<file path="config.mk">
export PLATFORM = sky130hd
export DESIGN_NAME = onewire_rom_search_core
export DESIGN_NICKNAME = d
export VERILOG_FILES = /design/src/rtl/core/owrs_pkg.sv /design/src/rtl/core/owrs_cfg_regs.sv /design/src/rtl/core/owrs_in_stage.sv /design/src/rtl/core/owrs_engine.sv /design/src/rtl/core/onewire_rom_search_core.sv
export SDC_FILE = /design/constraint.sdc
export NUM_CORES = 1
export LEC_CHECK = 0
export ABC_AREA = 1
export BUFFER_PORTS_ARGS = -buffer_cell sky130_fd_sc_hd__buf_2
export CAP_MARGIN = 25
export CELL_PAD_IN_SITES_DETAIL_PLACEMENT = 1
export CELL_PAD_IN_SITES_GLOBAL_PLACEMENT = 1
export CORE_MARGIN = 2
export CORE_UTILIZATION = 39
export CTS_CLUSTER_SIZE = 16
export DETAILED_ROUTE_END_ITERATION = 16
export PLACE_DENSITY = 0.89
export SYNTH_ARGS = -nofsm -noshare
export SYNTH_HDL_FRONTEND = slang
export SYNTH_HIERARCHICAL = 1
export SYNTH_SLANG_ARGS = --single-unit
</file>
<file path="constraint.sdc">
create_clock -name aclk -period 3.65 [get_ports aclk]
set_input_delay 0.73 -clock aclk [delete_from_list [all_inputs] [get_ports aclk]]
set_output_delay 0.73 -clock aclk [all_outputs]
set_load 0.02 [all_outputs]
</file>
<file path="src/rtl/core/owrs_pkg.sv">
package owrs_pkg;

    localparam int CFG_DATA_W  = 64;
    localparam int CFG_INDEX_W = 3;
    localparam int KIND_W      = 2;
    localparam int FAMILY_W    = 8;
    localparam int CMD_W       = 8;
    localparam int S_TDATA_W   = 8;

    localparam logic [CFG_INDEX_W-1:0] REG_PRELOAD_PATH  = 3'd0;
    localparam logic [CFG_INDEX_W-1:0] REG_FAMILY_CODE   = 3'd1;
    localparam logic [CFG_INDEX_W-1:0] REG_FAMILY_FILTER = 3'd2;
    localparam logic [CFG_INDEX_W-1:0] REG_ALARM_ONLY    = 3'd3;
    localparam logic [CFG_INDEX_W-1:0] REG_SEARCH_CMD    = 3'd4;
    localparam logic [CFG_INDEX_W-1:0] REG_ALARM_CMD     = 3'd5;

    localparam logic [CMD_W-1:0] SEARCH_CMD_RST = 8'hF0;
    localparam logic [CMD_W-1:0] ALARM_CMD_RST  = 8'hEC;

    localparam logic [KIND_W-1:0] KIND_START = 2'd0;
    localparam logic [KIND_W-1:0] KIND_RESET = 2'd1;
    localparam logic [KIND_W-1:0] KIND_BIT   = 2'd2;

    typedef enum logic [2:0] {
        PH_IDLE  = 3'b001,
        PH_RESET = 3'b010,
        PH_BITS  = 3'b100
    } phase_t;

    typedef struct packed {
        logic [KIND_W-1:0] kind;
        logic              first_bit;
        logic              complement_bit;
    } item_t;

    typedef struct packed {
        logic [CFG_DATA_W-1:0] preload_path;
        logic [FAMILY_W-1:0]   family_code;
        logic                  family_filter_on;
        logic                  alarm_only;
        logic [CMD_W-1:0]      search_command;
        logic [CMD_W-1:0]      alarm_command;
    } cfg_t;

endpackage

</file>
<file path="src/rtl/core/owrs_cfg_regs.sv">
module owrs_cfg_regs (
    input  logic                             aclk,
    input  logic                             aresetn,
    input  logic                             cfg_valid,
    output logic                             cfg_ready,
    input  logic [owrs_pkg::CFG_INDEX_W-1:0] cfg_index,
    input  logic [owrs_pkg::CFG_DATA_W-1:0]  cfg_data,
    output owrs_pkg::cfg_t                   cfg
);
    import owrs_pkg::*;

    cfg_t cfg_reg;
    cfg_t cfg_next;

    assign cfg_ready = 1'b1;
    assign cfg       = cfg_reg;

    always_comb begin
        cfg_next = cfg_reg;
        if (cfg_valid) begin
            case (cfg_index)
                REG_PRELOAD_PATH:  cfg_next.preload_path     = cfg_data;
                REG_FAMILY_CODE:   cfg_next.family_code      = cfg_data[FAMILY_W-1:0];
                REG_FAMILY_FILTER: cfg_next.family_filter_on = cfg_data[0];
                REG_ALARM_ONLY:    cfg_next.alarm_only       = cfg_data[0];
                REG_SEARCH_CMD:    cfg_next.search_command   = cfg_data[CMD_W-1:0];
                REG_ALARM_CMD:     cfg_next.alarm_command    = cfg_data[CMD_W-1:0];
                default:           cfg_next = cfg_reg;
            endcase
        end
    end

    always_ff @(posedge aclk) begin
        if (!aresetn) begin
            cfg_reg.preload_path     <= '0;
            cfg_reg.family_code      <= '0;
            cfg_reg.family_filter_on <= 1'b0;
            cfg_reg.alarm_only       <= 1'b0;
            cfg_reg.search_command   <= SEARCH_CMD_RST;
            cfg_reg.alarm_command    <= ALARM_CMD_RST;
        end else begin
            cfg_reg <= cfg_next;
        end
    end

endmodule

</file>
<file path="src/rtl/core/owrs_in_stage.sv">
module owrs_in_stage (
    input  logic            aclk,
    input  logic            aresetn,
    input  logic            s_valid,
    output logic            s_ready,
    input  owrs_pkg::item_t s_item,
    output logic            item_valid,
    output owrs_pkg::item_t item,
    input  logic            advance
);
    import owrs_pkg::*;

    logic  valid_reg;
    logic  valid_next;
    item_t item_reg;

    assign s_ready    = !valid_reg || advance;
    assign item_valid = valid_reg;
    assign item       = item_reg;

    always_comb begin
        valid_next = valid_reg;
        if (s_ready) begin
            valid_next = s_valid;
        end
    end

    always_ff @(posedge aclk) begin
        if (!aresetn) begin
            valid_reg <= 1'b0;
        end else begin
            valid_reg <= valid_next;
        end
    end

    always_ff @(posedge aclk) begin
        if (s_ready && s_valid) begin
            item_reg <= s_item;
        end
    end

endmodule

</file>
<file path="src/rtl/core/owrs_engine.sv">
module owrs_engine #(
    parameter int ID_BITS = 64
) (
    input  logic                       aclk,
    input  logic                       aresetn,
    input  owrs_pkg::cfg_t             cfg,
    input  logic                       item_valid,
    input  owrs_pkg::item_t            item,
    output logic                       advance,
    output logic                       m_valid,
    input  logic                       m_ready,
    output logic                       write_bit,
    output logic [owrs_pkg::CMD_W-1:0] command_code,
    output logic [ID_BITS-1:0]         rom_id,
    output logic                       id_valid,
    output logic                       search_done,
    output logic                       no_device,
    output logic                       family_mismatch
);
    import owrs_pkg::*;

    localparam int SLOT_W = $clog2(ID_BITS);
    localparam logic [SLOT_W-1:0] SLOT_LAST = SLOT_W'(ID_BITS - 1);

    // search state
    phase_t              phase_reg, phase_next;
    logic [ID_BITS-1:0]  path_reg, path_next;
    logic [ID_BITS-1:0]  found_reg, found_next;
    logic [SLOT_W-1:0]   slot_reg, slot_next;
    logic                lz_valid_reg, lz_valid_next;   // a 0-taken discrepancy seen
    logic [SLOT_W-1:0]   lz_idx_reg, lz_idx_next;       // most recent one

    // result register
    logic                out_valid_reg;
    logic                wbit_reg, wbit_next;
    logic [CMD_W-1:0]    cmd_reg, cmd_next;
    logic [ID_BITS-1:0]  rom_reg, rom_next;
    logic                idv_reg, idv_next;
    logic                done_reg, done_next;
    logic                nodev_reg, nodev_next;
    logic                mism_reg, mism_next;

    logic [ID_BITS-1:0]  preload_path;
    logic [ID_BITS-1:0]  found_bit;
    logic [ID_BITS-1:0]  branch_path;
    logic                path_bit;
    logic                dir;

    assign advance = item_valid && (!out_valid_reg || m_ready);

    assign preload_path = cfg.preload_path[ID_BITS-1:0];
    assign path_bit     = path_reg[slot_reg];
    assign dir          = (item.first_bit == item.complement_bit) ? path_bit : item.first_bit;

    always_comb begin
        found_bit           = found_reg;
        found_bit[slot_reg] = dir;
    end

    // next path: found bits below the discrepancy, discrepancy bit set, rest clear
    always_comb begin
        for (int i = 0; i < ID_BITS; i++) begin
            if (SLOT_W'(i) < lz_idx_next) begin
                branch_path[i] = found_bit[i];
            end else begin
                branch_path[i] = (SLOT_W'(i) == lz_idx_next);
            end
        end
    end

    always_comb begin
        phase_next    = phase_reg;
        path_next     = path_reg;
        found_next    = found_reg;
        slot_next     = slot_reg;
        lz_valid_next = lz_valid_reg;
        lz_idx_next   = lz_idx_reg;
        wbit_next     = 1'b0;
        cmd_next      = '0;
        rom_next      = '0;
        idv_next      = 1'b0;
        done_next     = 1'b0;
        nodev_next    = 1'b0;
        mism_next     = 1'b0;

        case (item.kind)
            KIND_START: begin
                path_next = preload_path;
                if (cfg.family_filter_on) begin
                    path_next[FAMILY_W-1:0] = cfg.family_code;
                end
                found_next    = '0;
                slot_next     = '0;
                lz_valid_next = 1'b0;
                phase_next    = PH_RESET;
            end
            KIND_RESET: begin
                if (phase_reg == PH_RESET || phase_reg == PH_BITS) begin
                    if (item.first_bit) begin
                        cmd_next      = cfg.alarm_only ? cfg.alarm_command
                                                       : cfg.search_command;
                        found_next    = '0;
                        slot_next     = '0;
                        lz_valid_next = 1'b0;
                        phase_next    = PH_BITS;
                    end else begin
                        nodev_next = 1'b1;
                        done_next  = 1'b1;
                        phase_next = PH_IDLE;
                    end
                end
            end
            KIND_BIT: begin
                if (phase_reg == PH_BITS) begin
                    if (item.first_bit && item.complement_bit) begin
                        wbit_next  = 1'b1;
                        nodev_next = 1'b1;
                        done_next  = 1'b1;
                        phase_next = PH_IDLE;
                    end else begin
                        wbit_next  = dir;
                        found_next = found_bit;
                        if (!item.first_bit && !item.complement_bit && !dir) begin
                            lz_valid_next = 1'b1;
                            lz_idx_next   = slot_reg;
                        end
                        slot_next = slot_reg + SLOT_W'(1);
                        if (slot_reg == SLOT_LAST) begin
                            slot_next = '0;
                            rom_next  = found_bit;
                            if (cfg.family_filter_on &&
                                found_bit[FAMILY_W-1:0] != cfg.family_code) begin
                                mism_next  = 1'b1;
                                done_next  = 1'b1;
                                phase_next = PH_IDLE;
                            end else begin
                                idv_next = 1'b1;
                                if (!lz_valid_next) begin
                                    done_next  = 1'b1;
                                    phase_next = PH_IDLE;
                                end else begin
                                    path_next  = branch_path;
                                    phase_next = PH_RESET;
                                end
                            end
                        end
                    end
                end
            end
            default: begin
                phase_next = phase_reg;
            end
        endcase
    end

    always_ff @(posedge aclk) begin
        if (!aresetn) begin
            phase_reg     <= PH_IDLE;
            path_reg      <= '0;
            found_reg     <= '0;
            slot_reg      <= '0;
            lz_valid_reg  <= 1'b0;
            lz_idx_reg    <= '0;
            out_valid_reg <= 1'b0;
        end else begin
            if (advance) begin
                phase_reg    <= phase_next;
                path_reg     <= path_next;
                found_reg    <= found_next;
                slot_reg     <= slot_next;
                lz_valid_reg <= lz_valid_next;
                lz_idx_reg   <= lz_idx_next;
            end
            if (advance) begin
                out_valid_reg <= 1'b1;
            end else if (m_ready) begin
                out_valid_reg <= 1'b0;
            end
        end
    end

    always_ff @(posedge aclk) begin
        if (advance) begin
            wbit_reg  <= wbit_next;
            cmd_reg   <= cmd_next;
            rom_reg   <= rom_next;
            idv_reg   <= idv_next;
            done_reg  <= done_next;
            nodev_reg <= nodev_next;
            mism_reg  <= mism_next;
        end
    end

    assign m_valid         = out_valid_reg;
    assign write_bit       = wbit_reg;
    assign command_code    = cmd_reg;
    assign rom_id          = rom_reg;
    assign id_valid        = idv_reg;
    assign search_done     = done_reg;
    assign no_device       = nodev_reg;
    assign family_mismatch = mism_reg;

endmodule

</file>
<file path="src/rtl/core/onewire_rom_search_core.sv">
// ROM search decision engine for a 1-Wire master. A start request loads the
// preload path, a bus-reset request returns the search or alarm command, or
// the no-device status if no presence is seen, and each bit request (id bit,
// complement bit) returns the direction bit to write; the last bit of a pass
// also returns the found id and the search status. Every request gives
// exactly one result. The block takes one request per clock while the result
// channel is not stalled: the search state is updated between the input
// register and the result register, so requests can overlap in flight.
module onewire_rom_search_core #(
    parameter int ID_BITS = 64
) (
    input  logic                             aclk,
    input  logic                             aresetn,
    // request channel
    input  logic                             s_axis_tvalid,
    output logic                             s_axis_tready,
    // [0] first_bit, [1] complement_bit, zero padded
    input  logic [owrs_pkg::S_TDATA_W-1:0]   s_axis_tdata,
    // [1:0] kind
    input  logic [owrs_pkg::KIND_W-1:0]      s_axis_tuser,
    // result channel
    output logic                             m_axis_tvalid,
    input  logic                             m_axis_tready,
    // [0] write_bit, [8:1] command_code, [ID_BITS+8:9] rom_id, then id_valid,
    // search_done, no_device, family_mismatch, zero padded
    output logic [((ID_BITS+13+7)/8)*8-1:0]  m_axis_tdata,
    // configuration
    input  logic                             cfg_valid,
    output logic                             cfg_ready,
    input  logic [owrs_pkg::CFG_INDEX_W-1:0] cfg_index,
    input  logic [owrs_pkg::CFG_DATA_W-1:0]  cfg_data
);
    import owrs_pkg::*;

    localparam int OUT_W       = ID_BITS + 13;
    localparam int M_TDATA_W   = ((OUT_W + 7) / 8) * 8;

    cfg_t               cfg;
    item_t              s_item;
    item_t              item;
    logic               item_valid;
    logic               advance;
    logic               write_bit;
    logic [CMD_W-1:0]   command_code;
    logic [ID_BITS-1:0] rom_id;
    logic               id_valid;
    logic               search_done;
    logic               no_device;
    logic               family_mismatch;

    assign s_item.kind           = s_axis_tuser;
    assign s_item.first_bit      = s_axis_tdata[0];
    assign s_item.complement_bit = s_axis_tdata[1];

    owrs_cfg_regs u_cfg (
        .aclk      (aclk),
        .aresetn   (aresetn),
        .cfg_valid (cfg_valid),
        .cfg_ready (cfg_ready),
        .cfg_index (cfg_index),
        .cfg_data  (cfg_data),
        .cfg       (cfg)
    );

    owrs_in_stage u_in (
        .aclk       (aclk),
        .aresetn    (aresetn),
        .s_valid    (s_axis_tvalid),
        .s_ready    (s_axis_tready),
        .s_item     (s_item),
        .item_valid (item_valid),
        .item       (item),
        .advance    (advance)
    );

    owrs_engine #(
        .ID_BITS (ID_BITS)
    ) u_engine (
        .aclk            (aclk),
        .aresetn         (aresetn),
        .cfg             (cfg),
        .item_valid      (item_valid),
        .item            (item),
        .advance         (advance),
        .m_valid         (m_axis_tvalid),
        .m_ready         (m_axis_tready),
        .write_bit       (write_bit),
        .command_code    (command_code),
        .rom_id          (rom_id),
        .id_valid        (id_valid),
        .search_done     (search_done),
        .no_device       (no_device),
        .family_mismatch (family_mismatch)
    );

    assign m_axis_tdata = M_TDATA_W'({family_mismatch, no_device, search_done, id_valid,
                                      rom_id, command_code, write_bit});

endmodule
</file>
* Word level (Yosys, flattened, before mapping)
Index checks and enable logic that the tools add are counted.
Word-level totals: logic and storage cells 336, output and inout bits 83, input bits 82, flip-flop bits (word level) 317
Operators by class: equality and inequality tests 83, bitwise operators 3, add/sub/neg operators 1, reduce and logical (&&, ||, !) cells 33, mux-type cells 126, magnitude comparators 66
Operators by type and width (count):
- 2-to-1 mux 64 bit | 9
- equality test 6 bit, first input constant | 32
- less-than comparator 6 bit, first input constant | 32
- case mux 64 bit (3 select lines) | 1
- case mux 64 bit (2 select lines) | 1
- equality test 5 x 6 -> 1 bit, first input constant | 16
- less-than comparator 5 x 6 -> 1 bit, first input constant | 16
- 2-to-1 mux 1 bit | 89
- bitwise mux 64 bit | 1
- 2-to-1 mux 6 bit | 9
- equality test 4 x 6 -> 1 bit, first input constant | 8
- less-than comparator 4 x 6 -> 1 bit, first input constant | 8
- equality test 3 x 6 -> 1 bit, first input constant | 4
- less-than comparator 3 x 6 -> 1 bit, first input constant | 4
- 2-to-1 mux 3 bit | 6
- case mux 6 bit (3 select lines) | 1
- 2-to-1 mux 8 bit | 2
- AND reduction 2 bit | 7
- equality test 2 x 6 -> 1 bit, first input constant | 2
- less-than comparator 1 x 6 -> 1 bit, first input constant | 2
- less-than comparator 2 x 6 -> 1 bit, first input constant | 2
- equality test 3 x 2 -> 1 bit, second input constant | 3
- equality test 3 bit, second input constant | 3
- case mux 3 bit (3 select lines) | 1
- 32 further kinds | 53

* Logic depth before layout (Yosys ltp)
depth in word-level cells 17, gate-level depth with buffers 27

* By module
The synthesis kept the hierarchy.
By module, submodules not included:
- owrs_engine | instances 1, cells an instance 1906, area each 12864.8 um^2
- owrs_cfg_regs | instances 1, cells an instance 560, area each 3782.4 um^2
- owrs_in_stage | instances 1, cells an instance 11, area each 171.4 um^2
- onewire_rom_search_core | instances 1, cells an instance 9, area each 63.8 um^2

* Worst setup path after synthesis
No wires, ideal clock.
kind in2out, start point input m_axis_tready, end point output s_axis_tready, stages 7, arrival time 2.960 ns, buffers on the path 1, slack -0.040 ns, required time 2.920 ns, cells stage by stage inv_1 nand2_1 nand2_1 clkbuf_1 inv_1 inv_2 nand2_2
Between the ends: cells in the longest elaborated chain, start to end 3
Ends and longest elaborated chain:
- start, declared | line onewire_rom_search_core.sv:23 | input logic m_axis_tready,
- logical OR 1 bit | line owrs_engine.sv:49 | assign advance = item_valid && (!out_valid_reg || m_ready);
- logical AND 1 bit | line owrs_engine.sv:49
- net advance | line onewire_rom_search_core.sv:42 | logic advance;
- logical OR 1 bit | line owrs_in_stage.sv:17 | assign s_ready = !valid_reg || advance;
- end, declared | line onewire_rom_search_core.sv:16 | output logic s_axis_tready,
The timed path passes the listed nets, and every way through them passes these cells.

* Final worst setup path
start point register u_engine.slot_reg[2], end point register u_engine.path_reg[16]
Between the ends: cells in the longest elaborated chain, start to end 17, elaborated cells between the ends (all ways) 35, classes of those cells 3 x order compare; 6 x eq/ne; 21 x mux; 5 x reduce/logical
Ends and longest elaborated chain:
- start, declared | line owrs_engine.sv:29 | logic [SLOT_W-1:0] slot_reg, slot_next;
- start signal, assigned | line owrs_engine.sv:170 | slot_reg <= slot_next;
- binary-select mux 1 bit (select 6 bit) | line owrs_engine.sv:52 | assign path_bit = path_reg[slot_reg];
- 2-to-1 mux 1 bit (implied by the code) | line owrs_engine.sv:52
- 2-to-1 mux 1 bit | line owrs_engine.sv:53 | assign dir = (item.first_bit == item.complement_bit) ? path_bit : item.first_bit;
- zero test 1 bit | line owrs_engine.sv:123 | if (!item.first_bit && !item.complement_bit && !dir) begin
- logical AND 1 bit | line owrs_engine.sv:123
- 2-to-1 mux 6 bit | line owrs_engine.sv:123
- 2-to-1 mux 6 bit | line owrs_engine.sv:115 | if (item.first_bit && item.complement_bit) begin
- 2-to-1 mux 6 bit | line owrs_engine.sv:114 | if (phase_reg == PH_BITS) begin
- 2-to-1 mux 6 bit | line owrs_engine.sv:86 | case (item.kind)
- less-than comparator 5 x 6 -> 1 bit or equality test 5 x 6 -> 1 bit (tied branches) | line owrs_engine.sv:63, owrs_engine.sv:66
- 2-to-1 mux 1 bit | line owrs_engine.sv:63 | if (SLOT_W'(i) < lz_idx_next) begin
- 2-to-1 mux 64 bit | line owrs_engine.sv:138 | if (!lz_valid_next) begin
- 2-to-1 mux 64 bit | line owrs_engine.sv:131 | if (cfg.family_filter_on &&
- 2-to-1 mux 64 bit | line owrs_engine.sv:128 | if (slot_reg == SLOT_LAST) begin
- 2-to-1 mux 64 bit | line owrs_engine.sv:115
- 2-to-1 mux 64 bit | line owrs_engine.sv:114
- case mux 64 bit (2 select lines) | line owrs_engine.sv:86
- end signal, assigned | line owrs_engine.sv:168 | path_reg <= path_next;
- end, declared | line owrs_engine.sv:27 | logic [ID_BITS-1:0] path_reg, path_next;
Several ways; a longest one is shown, not always the timed one. The select of a mux whose other input is x is not followed. A chain may end at the register's enable or synchronous reset.

==> impl_metrics.toml <==
[status]
status = "finished clean"

[floorplanning]
die_h_um = 212
initial_utilization_pct = 39.4
top_level_ports = 165
core_area_sq_mm = 0.0429
die_area_sq_mm = 0.0450
row_count = 76
die_w_um = 212

[yosys]
syn_avg_cell_area_sq_um = 6.79
synthMuxAreaShare_pct = 0.178
netlist_instances = 2486
synth-simple-area-share_pct = 36.3
yosys-top-cells-count = "669 x nand2_1, 482 x nor2_1, 239 x inv_1, 236 x dfxtp_1, 202 x nand3_1"
yosysTopAreaCell = "dfxtp_1"
async_flop_share_pct = 0
synth_edf_count = 81
synthAdderAreaFrac_pct = 0.519
netlist_area_sq_mm = 0.0169
synth_xor_area_share_pct = 0
synth_most_common_cell = "nand2_1"
ys_warn_count = 6
yosys_register_bits = 317
synth.area.top_cells = "dfxtp_1 28%, nand2_1 15%, edfxtp_1 14%"
synth-compound-area-share_pct = 10.2
post_synth_num_cell_types = 49
synthFlopType = "dfxtp_1"
synth_top_family_by_area = "simple AND/OR/NAND/NOR gates"
ys_seq_area_share_pct = 42.4
synth_top_area_share_pct = 28.0

[sta]
period_share_pct = 96.3
skew_ns = 0.0153
max_freq_mhz = 284
finalMaxSlewViolations = 0
post-route-min-period_ns = 3.52
setup_viol = 0
hold_viol = 0
worst_slew_pin_slew_ns = 1.01
maxSlewHeadroom_pct = 32.7

[cts]
clock_sinks = 317
clockBufferDepth = 3
clkTransAtPathRegs_ns = 0.06
h-tree-depth = 2
clock-root-buffer = "clkbuf_16"
cts_buffers = 37
holdBufCountCts = 0
cts_tree = "yes"
clk_latency_ns = 0.57

[worst_setup_path]
critical_path.reg2reg.endpoint = "u_engine/path_reg[16]"
critPathLaunchType = "register"
endpoint = "u_engine/path_reg[16]"
rrSetupSlack_ns = 0.13
required_ns = 4.09
crit_type = "register to register"
r2r_cells = 23
end_kind = "register"
arrival_ns = 3.96
cp_max_fo = 15
critical_path.startpoint = "u_engine/slot_reg[2]"
r2r-start = "u_engine/slot_reg[2]"

[power]
p_leak_nw = 8.86
vdd_ir_drop_max_mv = 0.315
p_per_area_mw_per_mm2 = 444
finalPower_mw = 8.79

[layout]
final_nets = 2730
antenna_cells = 0
fillCellCount = 5544
largest_reg_flops = 90
drive_gt1_share_pct = 15.5
fin_util_pct = 46.2
area_growth_pct = 17.3

[run]
maxCapViolCount = 0

[global_routing]
grt_first_pass_wirelength_mm = 97.3
grt_pass1_vias = 17385
track_usage_pct = 27.9
antenna_found_initial = 0
grt_overflow = 0
grt_max_degree = 86

[placed_design]
dp_hpwl_mm = 46.1
portBuffers = 154
place_congestion = 0.953

[detailed_routing]
postRouteAntennaNets = 0
vias = 17170
viasPerCell = 5.27
drt_iter0_drc = 1333
route.detailed.drc = 0
drt-total-wl_mm = 63.1
wl_per_cell_um = 19.4
firstDrtPassIters = 5

[worst_hold_path]
hold_class = "input port to register"
-- stage by stage --
| step | hold slack, ns | setup slack [ns] | cells | instance area [sq um] | TNS, ns |
|---|---|---|---|---|---|
| finish | 0.352 | 0.134 | 3255 | 19800 | 0 |
| detailed placement | 0.452 | 0.0579 | 3182 | 18400 | 0 |
| global placement | 0.439 | 0.134 | 3182 | 18400 | 0 |
| global route | 0.338 | -0.0185 | 3255 | 19800 | -0.0872 |
| floorplan | 0.429 | 0.219 | 2488 | 16900 | 0 |
| CTS | 0.330 | 0.0358 | 3250 | 19700 | 0 |
-- power breakdown --
| group | switching [mW] | internal (mW) |
|---|---|---|
| combinational | 0.831 | 0.344 |
| sequential | 0.0646 | 3.73 |
| clock | 1.51 | 2.31 |
| total | 2.41 | 6.39 |
-- repair_timing --
item | in CTS | in global routing
hold endpoints to repair | 0 | 0
resized for setup | 0 | 8
buffers inserted | 0 | 4
setup endpoints to repair | 0 | 64
-- metal layers --
layer  GRT usage (%)  up-vias  part of all wire, %
li1                -     8136                    -
met1            37.9     8315                   45
met2            45.9      613                   46
met3            4.00      106                  6.4
met4            7.94        0                  2.5
met5               0        -                    0
-- area by class of cell --
class                      count  area (sq um)  share of cell area, %
multi-input combinational   1770          8020                   40.5
inverter                     261           988                   4.99
clock buffer                  54          1060                   5.37
timing repair buffer         254          1660                   8.37
tap                          585           732                   3.70
sequential                   317          7160                   36.2
clock inverter                14           173                  0.872
-- cell families after synthesis --
kind of cell | Yosys count
AO/OA/AOI/OAI | 301
adder cells (fa/ha/maj) | 7
buffers and inverters | 401
flip-flops | 317
multiplexers | 3
other | 2
AND/OR/NAND/NOR | 1455
-- worst min path at each step --
| stage | start | endpoint | slack [ns] | depth (start not counted) |
|---|---|---|---|---|
| 2_1_floorplan | u_cfg/cfg[2] | u_cfg/cfg[2] | 0.43 | 2 |
| 3_3_place_gp | u_cfg/cfg[3] | u_cfg/cfg[3] | 0.44 | 2 |
| 3_5_place_dp | u_cfg/cfg[3] | u_cfg/cfg[3] | 0.45 | 2 |
| 4_1_cts | s_axis_tdata[1] | u_in/item[0] | 0.33 | 1 |
| 5_1_grt | s_axis_tdata[1] | u_in/item[0] | 0.34 | 1 |
| 6_report | s_axis_tdata[1] | u_in/item[0] | 0.35 | 1 |
-- critical path, stage by stage (launching register included) --
cell and delay [ns]:
dfxtp_2 0.36, buf_4 0.16, nor2_4 0.23, nand3_1 0.16, nand2_1 0.11, nor2_1 0.06
o21bai_1 0.25, nor2_2 0.08, nand3_4 0.11, buf_4 0.16, nand3_1 0.12, nand2_1 0.17
nand2_1 0.08, nand2_1 0.06, nand2_1 0.05, nor2_1 0.14, nand2_1 0.09, nand2_1 0.16
nand2_2 0.13, nand2_8 0.15, nand2_4 0.09, buf_4 0.20, nor2_1 0.16, nor2_1 0.08
-- cells in the final DEF, fill, tap and decap left out, types with 25 or more instances in the layout --
master / instances
edfxtp_1: 81
nand2_1: 668
nand3_1: 202
buf_4: 90
inv_1: 237
buf_2: 153
clkbuf_16: 40
nor2_2: 25
a21oi_1: 159
a2bb2oi_1: 27
o21ai_0: 56
dfxtp_1: 233
nor2_1: 481
No activity file was read; power rests on OpenSTA's default activity.
